**src/keyed_record_store_take_macros.svh**
```systemverilog
// ----------------------------------------------------------------------------
// Assertion macros for the keyed record store
// Concurrent checks that compile to nothing when NO_ASSERTIONS is defined.
// ----------------------------------------------------------------------------
`ifndef KEYED_RECORD_STORE_TAKE_MACROS_SVH
`define KEYED_RECORD_STORE_TAKE_MACROS_SVH

`ifndef NO_ASSERTIONS

// check outside reset
`define KRST_ASSERT(name, clock, reset, prop) \
  name: assert property (@(posedge clock) disable iff (reset) prop) \
    else $error("krst: assertion failed");

// check at every edge, reset included
`define KRST_ASSERT_ALWAYS(name, clock, prop) \
  name: assert property (@(posedge clock) prop) \
    else $error("krst: assertion failed");

`else

`define KRST_ASSERT(name, clock, reset, prop)
`define KRST_ASSERT_ALWAYS(name, clock, prop)

`endif

`endif

```
**src/krst_pkg.sv**
```systemverilog
// ----------------------------------------------------------------------------
// Keyed record store package
// Sizes, codes and payload types shared by the store's modules.
// ----------------------------------------------------------------------------
`default_nettype none

package krst_pkg;

  localparam int unsigned SLOT_COUNT  = 64;
  localparam int unsigned SLOT_IDX_W  = $clog2(SLOT_COUNT);
  localparam int unsigned VALUE_WORDS = 4;
  localparam int unsigned WORD_W      = 64;
  localparam int unsigned KEY_W       = 64;
  localparam int unsigned QUEUE_DEPTH = 2;

  typedef enum logic {
    REQ_STORE = 1'b0,
    REQ_TAKE  = 1'b1
  } req_type_t;

  typedef enum logic [2:0] {
    ST_NEW       = 3'd0,
    ST_OVERWRITE = 3'd1,
    ST_FULL      = 3'd2,
    ST_TAKEN     = 3'd3,
    ST_NOT_FOUND = 3'd4
  } status_t;

  typedef struct packed {
    req_type_t   req_type;
    logic [63:0] peer_key;
    logic [63:0] first_word0;
    logic [63:0] first_word1;
    logic [63:0] first_word2;
    logic [63:0] first_word3;
    logic [63:0] second_word0;
    logic [63:0] second_word1;
    logic [63:0] second_word2;
    logic [63:0] second_word3;
  } req_t;

  typedef struct packed {
    status_t     status;
    logic [63:0] out_first0;
    logic [63:0] out_first1;
    logic [63:0] out_first2;
    logic [63:0] out_first3;
    logic [63:0] out_second0;
    logic [63:0] out_second1;
    logic [63:0] out_second2;
    logic [63:0] out_second3;
  } rsp_t;

  typedef struct packed {
    logic [VALUE_WORDS-1:0][WORD_W-1:0] second;
    logic [VALUE_WORDS-1:0][WORD_W-1:0] first;
  } record_t;

  localparam int unsigned RECORD_W = $bits(record_t);

  typedef struct packed {
    req_type_t        kind;
    logic [KEY_W-1:0] key;
    record_t          rec;
  } job_t;

  typedef enum logic [2:0] {
    BS_IDLE,
    BS_MATCH,
    BS_ENCODE,
    BS_EXEC,
    BS_READ
  } back_state_t;

endpackage

`default_nettype wire

```
**src/krst_front.sv**
```systemverilog
// ----------------------------------------------------------------------------
// Keyed record store front end
// Accepts requests, turns them into store and take jobs and queues them.
// ----------------------------------------------------------------------------
`default_nettype none

module krst_front (
  input  wire logic            clk,
  input  wire logic            rst,
  input  wire logic            req_valid,
  output logic                 req_stall,
  input  wire krst_pkg::req_t  req,
  output logic                 job_valid,
  input  wire logic            job_pop,
  output krst_pkg::job_t       job
);

  localparam int unsigned PTR_W = $clog2(krst_pkg::QUEUE_DEPTH);
  localparam int unsigned CNT_W = $clog2(krst_pkg::QUEUE_DEPTH + 1);

  krst_pkg::job_t   entries [krst_pkg::QUEUE_DEPTH];
  krst_pkg::job_t   job_in;
  logic [PTR_W-1:0] wr_ptr;
  logic [PTR_W-1:0] rd_ptr;
  logic [CNT_W-1:0] count;
  logic             push;
  logic             pop;

  assign req_stall = (count == CNT_W'(krst_pkg::QUEUE_DEPTH));
  assign job_valid = (count != '0);
  assign job       = entries[rd_ptr];
  assign push      = req_valid && !req_stall;
  assign pop       = job_pop && job_valid;

  always_comb begin
    job_in.kind          = req.req_type;
    job_in.key           = req.peer_key;
    job_in.rec.first[0]  = req.first_word0;
    job_in.rec.first[1]  = req.first_word1;
    job_in.rec.first[2]  = req.first_word2;
    job_in.rec.first[3]  = req.first_word3;
    job_in.rec.second[0] = req.second_word0;
    job_in.rec.second[1] = req.second_word1;
    job_in.rec.second[2] = req.second_word2;
    job_in.rec.second[3] = req.second_word3;
  end

  always_ff @(posedge clk) begin
    if (push) begin
      entries[wr_ptr] <= job_in;
    end
  end

  always_ff @(posedge clk) begin
    if (rst) begin
      wr_ptr <= '0;
      rd_ptr <= '0;
      count  <= '0;
    end else begin
      if (push) begin
        wr_ptr <= (wr_ptr == PTR_W'(krst_pkg::QUEUE_DEPTH - 1)) ? '0 : wr_ptr + 1'b1;
      end
      if (pop) begin
        rd_ptr <= (rd_ptr == PTR_W'(krst_pkg::QUEUE_DEPTH - 1)) ? '0 : rd_ptr + 1'b1;
      end
      if (push && !pop) begin
        count <= count + 1'b1;
      end else if (pop && !push) begin
        count <= count - 1'b1;
      end
    end
  end

endmodule

`default_nettype wire

```
**config.mk**
```make
export PLATFORM = sky130hd
export DESIGN_NAME = krst_front
export DESIGN_NICKNAME = d
export VERILOG_FILES = /design/src/keyed_record_store_take_macros.svh /design/src/krst_pkg.sv /design/src/krst_front.sv
export SDC_FILE = /design/constraint.sdc
export NUM_CORES = 1
export LEC_CHECK = 0
export BUFFER_PORTS_ARGS = -buffer_cell sky130_fd_sc_hd__buf_4
export CAP_MARGIN = 20
export CORE_AREA = 2 2 452 454
export CTS_BUF_LIST = sky130_fd_sc_hd__clkbuf_8
export CTS_CLUSTER_SIZE = 30
export DETAILED_ROUTE_END_ITERATION = 8
export DIE_AREA = 0 0 454 456
export PLACE_DENSITY = 0.41
export SETUP_SLACK_MARGIN = 0.02
export SYNTH_ARGS = -nofsm -noshare
export SYNTH_HDL_FRONTEND = slang
export SYNTH_SLANG_ARGS = --single-unit
```
**constraint.sdc**
```tcl
create_clock -name clk -period 18.41 [get_ports clk]
set_clock_uncertainty 0.05 [all_clocks]
set_input_delay 3.682 -clock clk [delete_from_list [all_inputs] [get_ports clk]]
set_output_delay 3.682 -clock clk [all_outputs]
set_load 0.01 [all_outputs]
```
# [After elaboration in Yosys (flattened, before gate mapping)]
# Memory sizes are Yosys's and may differ from the RTL's. A register that Yosys moved wholly into a read port is not among the register bits.
# Cells that the tools add are included.
# Widths: inputs -> output; s select.
[totals] register_bits=4 out_inout_bits=579 elab_cells=26 ram_bits=1154 n_memories=1
[op_classes] reduce_logical=9 n_addsub=4 eq_ne=1 n_mux=8
[mem_list] name="entries" words=2 word_bits=577 read_ports=1 rd_clocked_by_memory_dff=1 wr=1 line="krst_front.sv:21" text="krst_pkg::job_t entries [krst_pkg::QUEUE_DEPTH];"
[ops] cell="$mux 1" count=6
[ops] cell="$logic_and 1x1->1" count=4
[ops] cell="$mux 2" count=2
[ops] cell="$reduce_bool 2->1" count=2
[ops] cell="$logic_not 1->1" count=3
[ops] cell="$add 1x1->1 const B" count=2
[ops] cell="$add 2x1->2 const B" count=1
[ops] cell="$eq 2x2->1 const B" count=1
[ops] cell="$sub 2x1->2 const B" count=1

# [Longest topological paths before layout]
# Gate-level depths: netlist of the first run.
[depth] word_depth=7 depth_mapped=6

# [Worst setup path after synthesis of the first run]
# OpenSTA, ideal clock, no wires.
[synth_path] kind="in2reg" startpoint="input port req_valid" endpoint="memory entries[1][0] in the netlist's numbering (enable)" setup_time_ns=1.020 n_path_buf=0 arrival_time_ns=16.898 path_stages=3 slack_ns=0.442 path_cell_list="inv_1 nor2_1 and2_1"
[synth_between] elab_chain_cells=3
[synth_lines] element="from (decl)" line="krst_front.sv:10" text="input wire logic req_valid,"
[synth_lines] element="$logic_and 1x1->1" line="krst_front.sv:32" text="assign push = req_valid && !req_stall;"
[synth_lines] element="$mux 1" line="krst_front.sv:49" text="if (push) begin"
[synth_lines] element="$mux 1 (implied by the code)" line="krst_front.sv:50" text="entries[wr_ptr] <= job_in;"
[synth_lines] element="to (decl)" line="krst_front.sv:21"
# No other way between the ends.

==> results of run 1 <==
## cell usage after synthesis
cell type,count,area share (%)
a21oi_1,2,0.024
mux2_2,577,15
ha_1,1,0.030
or2_2,1,0.015
edfxtp_1,1154,82
buf_6,60,1.6
or3_1,2,0.030
o21ai_0,3,0.036
buf_2,4,0.048
inv_1,2,0.018
dfxtp_1,5,0.24
nor2_1,4,0.036
and2_1,1,0.015
xor2_1,3,0.062
nor2b_1,1,0.015
## flip-flops by register name, summed over array words and instances (netlist names), named ones only
name and count:
entries 1154, count 2, rd_ptr 1, wr_ptr 1
## cells by family after synthesis
logic type / share of synthesized area [%]
AO/OA/AOI/OAI: 0.05948
flip-flops: 82.62
buffers and inverters: 1.672
AND/OR/NAND/NOR: 0.1101
multiplexers: 15.45
adder cells (fa/ha/maj): 0.02974
XOR/XNOR: 0.06248
## stage by stage
step	power [uW]	std cells	worst slack, ns	util, %	hold slack [ns]
after global placement	5717	5612	10.23	26.61	0.4378
after floorplan	4791	1820	0.4423	-	0.4016
final	7801	6010	9.474	28.50	0.4559
after global routing	8181	6003	9.005	28.50	0.4891
after detailed placement	5710	5612	10.24	26.61	0.4408
after CTS	7987	5991	9.179	28.48	0.4578
## area by class of cell
class	instances	area (um2)	area share, %
Clock inverter	168	877.1	1.526
Sequential cell	1159	34760	60.45
Clock buffer	211	2904	5.051
Inverter	2	15.01	0.02612
Antenna cell	19	47.55	0.08270
Timing Repair Buffer	1184	8939	15.55
Tap cell	2672	3343	5.815
Multi-Input combinational cell	595	6610	11.50
## power groups by stage
stage | combinational [uW] | sequential (uW) | clock, uW
floorplan | 1130 | 3660 | 0
global placement | 2240 | 3480 | 0
detailed placement | 2230 | 3480 | 0
CTS | 2250 | 3420 | 2320
global route | 2310 | 3450 | 2420
finish | 2170 | 3420 | 2210
## critical path, cell delays in order (launching register included)
cell,delay (ns)
dfxtp_4,0.95
buf_4,0.69
buf_4,0.57
buf_4,0.71
buf_4,0.63
mux2_2,0.41
buf_4,0.15
## per-layer routing
layer	vias to the layer above	share of wire, %	track usage [%]	wire, um
met2	875	51	23.31	74190
li1	10050	-	-	-
met1	11670	37	14.54	52970
met4	42	3.0	4.774	4367
met3	257	8.9	5.478	12890
met5	-	0.20	0	284
## path summary, 6_finish.rpt
kind	start	end	slack, ns	depth (start not counted)
hold / removal	rd_ptr	rd_ptr	0.46	2
setup / recovery	register	job[269]	9.47	6
hold reg to reg	rd_ptr	rd_ptr	0.46	2
setup reg to reg	count[0]	entries[1][296]	13.53	7
==> results.sh, run 1 <==
export IMPL_insertion_delay_ns=0.89
export IMPL_internal_power_uw=5446
export IMPL_drtPass1Iterations=5
export IMPL_setup_violations=0
export IMPL_cp_required_ns=14.68
export IMPL_area_delta_synth_final_pct=36.68
export IMPL_die_x_um=454
export IMPL_power_share_clock_pct=28.4
export IMPL_wire_per_inst_um=24.08
export IMPL_synthesis_nets=2402
export IMPL_swShare_pct=30.19
export IMPL_cts_hold_buffers=0
export IMPL_cts_root_buf="clkbuf_8"
export IMPL_grt_start_max_net_pins=126
export IMPL_ctsResizeCount=0
export IMPL_hold_violations=0
export IMPL_ys_seq_area_share_pct=82.62
export IMPL_finalWorstPathRequiredPeriod_ns=8.936
export IMPL_avgSynthCellArea_um2=23.11
export IMPL_cts_setup_buffers=0
export IMPL_hold_path_class="register to register"
export IMPL_critPathKind="register to primary output"
export IMPL_combPwrFrac_pct=27.8
export IMPL_clockBufferDepth=3
export IMPL_stdcell_area_um2=57490
export IMPL_dp_hpwl_um=105900
export IMPL_tns_ns=0
export IMPL_p_leak_uw=0.02093
export IMPL_ioPinCount=1160
export IMPL_rsz0062_at_grt="false"
export IMPL_ys_ff_latch=1159
export IMPL_final_common_cell="buf_4"
export IMPL_dieHeight_um=456
export IMPL_grt_pass1_wl_um=192700
export IMPL_slew_limit_headroom_pct=32.23
export IMPL_avgViaCountPerCell=3.808
export IMPL_yosysWarnings=0
export IMPL_crit_fanout=60
export IMPL_outcome="complete, no violations"
export IMPL_finalWirelength_um=144700
export IMPL_cp_end_kind="primary output"
export IMPL_drt_iter0_markers=1345
export IMPL_grt_use_total_pct=13.40
export IMPL_fmax_mhz=111.9
export IMPL_slew_viol_final=0
export IMPL_peakVddDrop_v=0.00007583
export IMPL_grt_antenna_before_repair=53
export IMPL_vias=22890
export IMPL_fin_crit_sh_pct=48.54
export IMPL_cap_violations=0
export IMPL_cts_buffers=208
export IMPL_ys_types=15
export IMPL_pwr_share_seq_pct=43.8
export IMPL_fp_row_count=165
export IMPL_grt_overflow=0
export IMPL_antenna_left=0
export IMPL_io_buffers=1159
export IMPL_place_area_um2=53660
export IMPL_synth_cells=1820
export IMPL_fin_nets=3732
export IMPL_cp_start_kind="register"
export IMPL_gp_congestion=0.8433
export IMPL_grt_pass1_vias=23810
export IMPL_drive_gt1_share_pct=60.65
export IMPL_cts_sinks=1159
export IMPL_cts_tree="done"
export IMPL_nFillCells=20350
export IMPL_synth_area_um2=42060
export IMPL_switching_power_uw=2355
export IMPL_start_util_pct=20.85
export IMPL_die_area_um2=207000
export IMPL_worstPathArrival_ns=5.20
export IMPL_htree_levels=4
export IMPL_final_cell_mix="buf_4 (1,180), edfxtp_1 (1,154), mux2_2 (577)"
export IMPL_route_detailed_drc=0
export IMPL_tightest_slew_ns=1.016
export IMPL_core_area_um2=201700
export IMPL_path_clk_slew_ns=0.06
export IMPL_power_density_nw_per_um2=135.7
Power figures use the tool's default switching activity.
==> run 2: changes to the inputs <==
--- a/config.mk
+++ b/config.mk
@@ -5,14 +5,15 @@
 export SDC_FILE = /design/constraint.sdc
 export NUM_CORES = 1
 export LEC_CHECK = 0
+export ABC_AREA = 1
 export BUFFER_PORTS_ARGS = -buffer_cell sky130_fd_sc_hd__buf_4
 export CAP_MARGIN = 20
-export CORE_AREA = 2 2 452 454
+export CORE_AREA = 2 2 453 455
 export CTS_BUF_LIST = sky130_fd_sc_hd__clkbuf_8
 export CTS_CLUSTER_SIZE = 30
 export DETAILED_ROUTE_END_ITERATION = 8
-export DIE_AREA = 0 0 454 456
-export PLACE_DENSITY = 0.41
+export DIE_AREA = 0 0 455 457
+export PLACE_DENSITY = 0.4
 export SETUP_SLACK_MARGIN = 0.02
 export SYNTH_ARGS = -nofsm -noshare
 export SYNTH_HDL_FRONTEND = slang
==> constraint.sdc (replaced) <==
create_clock -name clk -period 9 [get_ports clk]
set_clock_uncertainty 0.05 [all_clocks]
set_input_delay 1.8 -clock clk [delete_from_list [all_inputs] [get_ports clk]]
set_output_delay 1.8 -clock clk [all_outputs]
set_load 0.01 [all_outputs]
==> results.sh, run 2 <==
export IMPL_setup_violations=0
export IMPL_finalWirelength_um=148900
export IMPL_finalWorstPathRequiredPeriod_ns=5.460
export IMPL_fin_ws_ns=3.540
export IMPL_dp_hpwl_um=109600
export IMPL_cpMaxStageDelayCell="dfxtp_4"
export IMPL_crit_family="buffers and inverters"
export IMPL_grt_antenna_before_repair=61
export IMPL_slew_viol_final=0
export IMPL_gp_congestion=0.8099
export IMPL_slew_limit_headroom_pct=30.05
export IMPL_crit_fanout=59
export IMPL_fp_row_count=166
export IMPL_p_leak_uw=0.02095
export IMPL_nFillCells=20570
export IMPL_largest_reg_flops=1154
export IMPL_max_flop_register="entries"
export IMPL_grt_start_max_net_pins=127
export IMPL_outcome="complete, no violations"
export IMPL_ys_seq_area_share_pct=82.58
export IMPL_crit_buf_inv=3
export IMPL_route_detailed_drc=0
export IMPL_grt_pass1_vias=23600
export IMPL_antenna_left=0
export IMPL_avgSynthCellArea_um2=22.97
export IMPL_synth_edf_count=1154
export IMPL_avgViaCountPerCell=3.781
export IMPL_tightest_slew_ns=1.049
export IMPL_cp_end_kind="primary output"
export IMPL_die_x_um=455
export IMPL_path_clk_slew_ns=0.06
export IMPL_hold_path_class="register to register"
export IMPL_cts_tree="done"
export IMPL_grt_use_total_pct=13.70
export IMPL_synthArstFlopShare_pct=0
export IMPL_synth_area_leaders="edfxtp_1 (82%), mux2_2 (15%), buf_6 (1.6%), dfxtp_1 (0.24%), inv_1 (0.071%)"
export IMPL_cp_slowest_stage_delay_ns=0.86
export IMPL_tns_ns=0
export IMPL_insertion_delay_ns=0.94
export IMPL_synth_cells=1832
export IMPL_hold_violations=0
export IMPL_drt_iter0_markers=1191
export IMPL_peakVddDrop_v=0.0001553
export IMPL_die_area_um2=207900
export IMPL_wire_per_inst_um=24.71
export IMPL_io_buffers=1159
export IMPL_power_density_nw_per_um2=271.4
export IMPL_ioPinCount=1160
export IMPL_drtPass1Iterations=4
export IMPL_grt_overflow=0
export IMPL_grt_pass1_wl_um=195600
export IMPL_synth_commonest_cells="edfxtp_1 (1,154), mux2_2 (577), buf_6 (60)"
export IMPL_power_uw=15660
export IMPL_final_common_cell="buf_4"
export IMPL_cts_root_buf="clkbuf_8"
export IMPL_drive_gt1_share_pct=60.81
export IMPL_ys_types=13
export IMPL_clockBufferDepth=3
export IMPL_cts_sinks=1159
export IMPL_vias=22780
export IMPL_cap_violations=0
export IMPL_synth_most_common_cell="edfxtp_1"
export IMPL_start_util_pct=20.70
export IMPL_worstPathArrival_ns=3.61
export IMPL_area_delta_synth_final_pct=37.08
export IMPL_cp_common_cell="buf_4"
export IMPL_yosysWarnings=0
export IMPL_core_area_um2=203300
export IMPL_cts_buffers=209
export IMPL_place_area_um2=53870
export IMPL_fin_crit_sh_pct=60.67
export IMPL_fin_nets=3750
export IMPL_synth_main_ff_cell="edfxtp_1"
export IMPL_ctsResizeCount=0
export IMPL_cts_hold_buffers=0
export IMPL_critPathKind="register to primary output"
export IMPL_synth_area_um2=42090
export IMPL_ys_ff_latch=1159
export IMPL_stdcell_area_um2=57690
export IMPL_cts_setup_buffers=0
export IMPL_top_regs="entries (1154), count (2)"
export IMPL_cp_start_kind="register"
export IMPL_r2r_setup_slack_ns=6.03
export IMPL_rsz0062_at_grt="false"
export IMPL_place_ws_ns=4.416
export IMPL_fmax_mhz=183.2
export IMPL_htree_levels=4
export IMPL_crit_chain="buf_12 -> buf_4 -> mux2_2 -> buf_4"
export IMPL_synthesis_nets=2414
export IMPL_cp_required_ns=7.15
export IMPL_yosysTopAreaCellShare_pct=82.34
export IMPL_dieHeight_um=457
export IMPL_yosysTopAreaCell="edfxtp_1"
export IMPL_final_cell_mix="buf_4 (1,176), edfxtp_1 (1,154), mux2_2 (577)"
==> run 2: changes by cell type after synthesis <==
cell     delta
and2_1      -1
nand2_1     +7
nor2_1      +4
nand4_1     +1
or3_1       -2
xor2_1      -3
inv_1       +6
or2_2       -1
nand3_1     +2
nor2b_1     -1
==> run 2: area by class of cell <==
class	instances	area, um2	area share [%]
repair buffers	1189	9089	15.75
multi-input cells	601	6634	11.50
flip-flops and latches	1159	34760	60.25
clock inverters	156	905.9	1.570
clock buffers	209	2877	4.986
inverters	8	30.03	0.05205
diodes	14	35.03	0.06073
well taps	2688	3363	5.830
==> run 2: routing by layer <==
layer  routed length (um)  track usage [%]  part of all wire, %  vias to the layer above
met3                16600            6.961                   11                      293
met2                74420            23.57                   50                      979
met1                53910            14.56                   36                    11390
met4                 3535            3.917                  2.4                       60
met5                  401                0                 0.27                        -
li1                     -                -                    -                    10060
==> run 2: power breakdown <==
group	internal (uW)	switching (uW)
Combinational	1860	2170
Clock	2320	2290
Sequential	6830	183
Total	11000	4650
==> run 2: worst reg2reg max path: cells and delay by family, from the launching register on <==
family / cells / cell delay [ns]
compound gates: 1 / 0.10
buf+inv: 3 / 1.45
flops: 1 / 0.31
simple gates: 1 / 0.56
==> run 2: kinds of logic after synthesis <==
family / after synthesis / share of synthesized area, %
flip-flops: 1159 / 82.58
multiplexers: 577 / 15.44
buffers and inverters: 72 / 1.724
AND/OR/NAND/NOR: 18 / 0.1725
AO/OA/AOI/OAI: 5 / 0.05945
adder cells (fa/ha/maj): 1 / 0.02972
==> run 2: path summary, 6_finish.rpt <==
| check | startpoint | end | cells past startpoint |
|---|---|---|---|
| max | register | job[272] | 4 |
| min | rd_ptr | rd_ptr | 2 |
| max reg2reg | count[1] | entries[0][303] | 5 |
| min reg2reg | rd_ptr | rd_ptr | 2 |
==> run 2: stage by stage <==
stage	util, %	hold slack (ns)	instances
floorplan	-	0.4145	1832
global placement	26.49	0.4278	5645
detailed placement	26.49	0.4486	5645
CTS	28.35	0.4636	6010
global route	28.36	0.4982	6018
finish	28.37	0.4541	6024
==> run 3: changes to the inputs <==
--- a/config.mk
+++ b/config.mk
@@ -5,15 +5,15 @@
 export SDC_FILE = /design/constraint.sdc
 export NUM_CORES = 1
 export LEC_CHECK = 0
-export ABC_AREA = 1
+export ABC_AREA = 0
 export BUFFER_PORTS_ARGS = -buffer_cell sky130_fd_sc_hd__buf_4
 export CAP_MARGIN = 20
-export CORE_AREA = 2 2 453 455
+export CORE_AREA = 2 2 452 454
 export CTS_BUF_LIST = sky130_fd_sc_hd__clkbuf_8
 export CTS_CLUSTER_SIZE = 30
 export DETAILED_ROUTE_END_ITERATION = 8
-export DIE_AREA = 0 0 455 457
-export PLACE_DENSITY = 0.4
+export DIE_AREA = 0 0 454 456
+export PLACE_DENSITY = 0.41
 export SETUP_SLACK_MARGIN = 0.02
 export SYNTH_ARGS = -nofsm -noshare
 export SYNTH_HDL_FRONTEND = slang
==> constraint.sdc (replaced) <==
create_clock -name clk -period 5 [get_ports clk]
set_clock_uncertainty 0.05 [all_clocks]
set_input_delay 1 -clock clk [delete_from_list [all_inputs] [get_ports clk]]
set_output_delay 1 -clock clk [all_outputs]
set_load 0.01 [all_outputs]
==> results.sh, run 3 (synthesis results as in run 1) <==
export IMPL_stdcell_area_um2=57820
export IMPL_top_regs="entries (1154), count (2)"
export IMPL_cts_buffers=207
export IMPL_fin_nets=3746
export IMPL_grt_antenna_before_repair=35
export IMPL_final_cell_mix="buf_4 (1,174), edfxtp_1 (1,154), mux2_2 (577)"
export IMPL_cts_setup_buffers=0
export IMPL_hold_violations=0
export IMPL_path_clk_slew_ns=0.07
export IMPL_slew_viol_final=0
export IMPL_grt_overflow=0
export IMPL_peakVddDrop_v=0.0002376
export IMPL_grt_pass1_wl_um=188800
export IMPL_outcome="complete, no violations"
export IMPL_crit_fanout=62
export IMPL_p_leak_uw=0.02105
export IMPL_grt_use_total_pct=13.10
export IMPL_insertion_delay_ns=0.91
export IMPL_rsz0062_at_grt="false"
export IMPL_die_x_um=454
export IMPL_core_area_um2=201700
export IMPL_final_common_cell="buf_4"
export IMPL_finalWirelength_um=141400
export IMPL_area_delta_synth_final_pct=37.46
export IMPL_clockBufferDepth=3
export IMPL_start_util_pct=20.85
export IMPL_die_area_um2=207000
export IMPL_drive_gt1_share_pct=61.15
export IMPL_vias=22730
export IMPL_cts_root_buf="clkbuf_8"
export IMPL_grt_start_max_net_pins=100
export IMPL_cts_tree="done"
export IMPL_wire_per_inst_um=23.55
export IMPL_fmax_mhz=242.8
export IMPL_cts_sinks=1159
export IMPL_power_uw=28930
export IMPL_dieHeight_um=456
export IMPL_critPathKind="register to primary output"
export IMPL_holdWs_ns=0.1939
export IMPL_drtPass1Iterations=4
export IMPL_grt_pass1_vias=23770
export IMPL_slew_limit_headroom_pct=31.01
export IMPL_antenna_left=0
export IMPL_max_flop_register="entries"
export IMPL_power_density_nw_per_um2=500.4
export IMPL_cts_hold_buffers=0
export IMPL_gp_congestion=0.8170
export IMPL_dp_hpwl_um=102500
export IMPL_hold_path_class="primary input to register"
export IMPL_fp_row_count=165
export IMPL_fin_crit_sh_pct=82.37
export IMPL_worstPathArrival_ns=3.07
export IMPL_place_area_um2=54050
export IMPL_avgViaCountPerCell=3.786
export IMPL_route_detailed_drc=0
export IMPL_setup_violations=0
export IMPL_htree_levels=4
export IMPL_cap_violations=0
export IMPL_cp_end_kind="primary output"
export IMPL_stdcell_count=6004
export IMPL_largest_reg_flops=1154
export IMPL_cp_required_ns=3.95
export IMPL_cp_start_kind="register"
export IMPL_finalWorstPathRequiredPeriod_ns=4.118
export IMPL_tightest_slew_ns=1.035
export IMPL_dp_cells=5627
export IMPL_drt_iter0_markers=1249
export IMPL_io_buffers=1159
export IMPL_ioPinCount=1160
export IMPL_ctsResizeCount=0
[run 3: changes by cell type in the layout (fill, tap and decap cells not counted), sizes merged, moves of 3 or more]
| cell | before | now |
|---|---|---|
| buf | 1189 | 1199 |
| clkinv | 65 | 62 |
| nor2 | 8 | 4 |
| nand2 | 7 | 0 |
| xor2 | 0 | 3 |
| diode | 14 | 9 |
[run 3: report_power, final]
part	switching [uW]	leakage (uW)	internal [uW]
clock network	4040	0.00221	4140
registers	311	0.0108	12200
logic	4330	0.00802	3910
[run 3: cell type report]
class	count	area, um2
timing repair buffer	1199	9314
clock buffer	209	2877
clock inverter	159	867.1
sequential	1159	34760
inverter	2	23.77
tap	2672	3343
fill	20310	143900
antenna	9	22.52
multi-input combinational	595	6615
[run 3: final timing paths]
path | slack, ns | endpoint | depth (start not counted) | start
worst max-delay path | 0.88 | job[126] | 3 | register
worst min-delay path | 0.19 | entries[0][380] | 1 | req[188]
worst max register to register | 2.50 | entries[0][417] | 5 | count[0]
worst min register to register | 0.45 | wr_ptr | 2 | wr_ptr
[run 3: metrics by stage]
step	setup WS (ns)	TNS (ns)	utilization (%)
CTS	0.5531	0	28.65
global route	0.6183	0	28.66
global placement	1.706	0	26.80
floorplan	-5.280	-3434.93	-
finish	0.8817	0	28.67
detailed placement	1.701	0	26.80
[run 3: per-layer routing]
layer	global-route usage, %	wire [um]	part of all wire, %
met5	0	223	0.16
met2	23.30	73310	52
met1	13.78	51750	37
met4	4.150	3378	2.4
met3	5.678	12740	9.0
[run 3: worst max-delay path, stage by stage, from the launching register on]
cell and delay (ns):
dfxtp_4 1.00, buf_12 0.41, mux2_2 0.44, buf_4 0.16
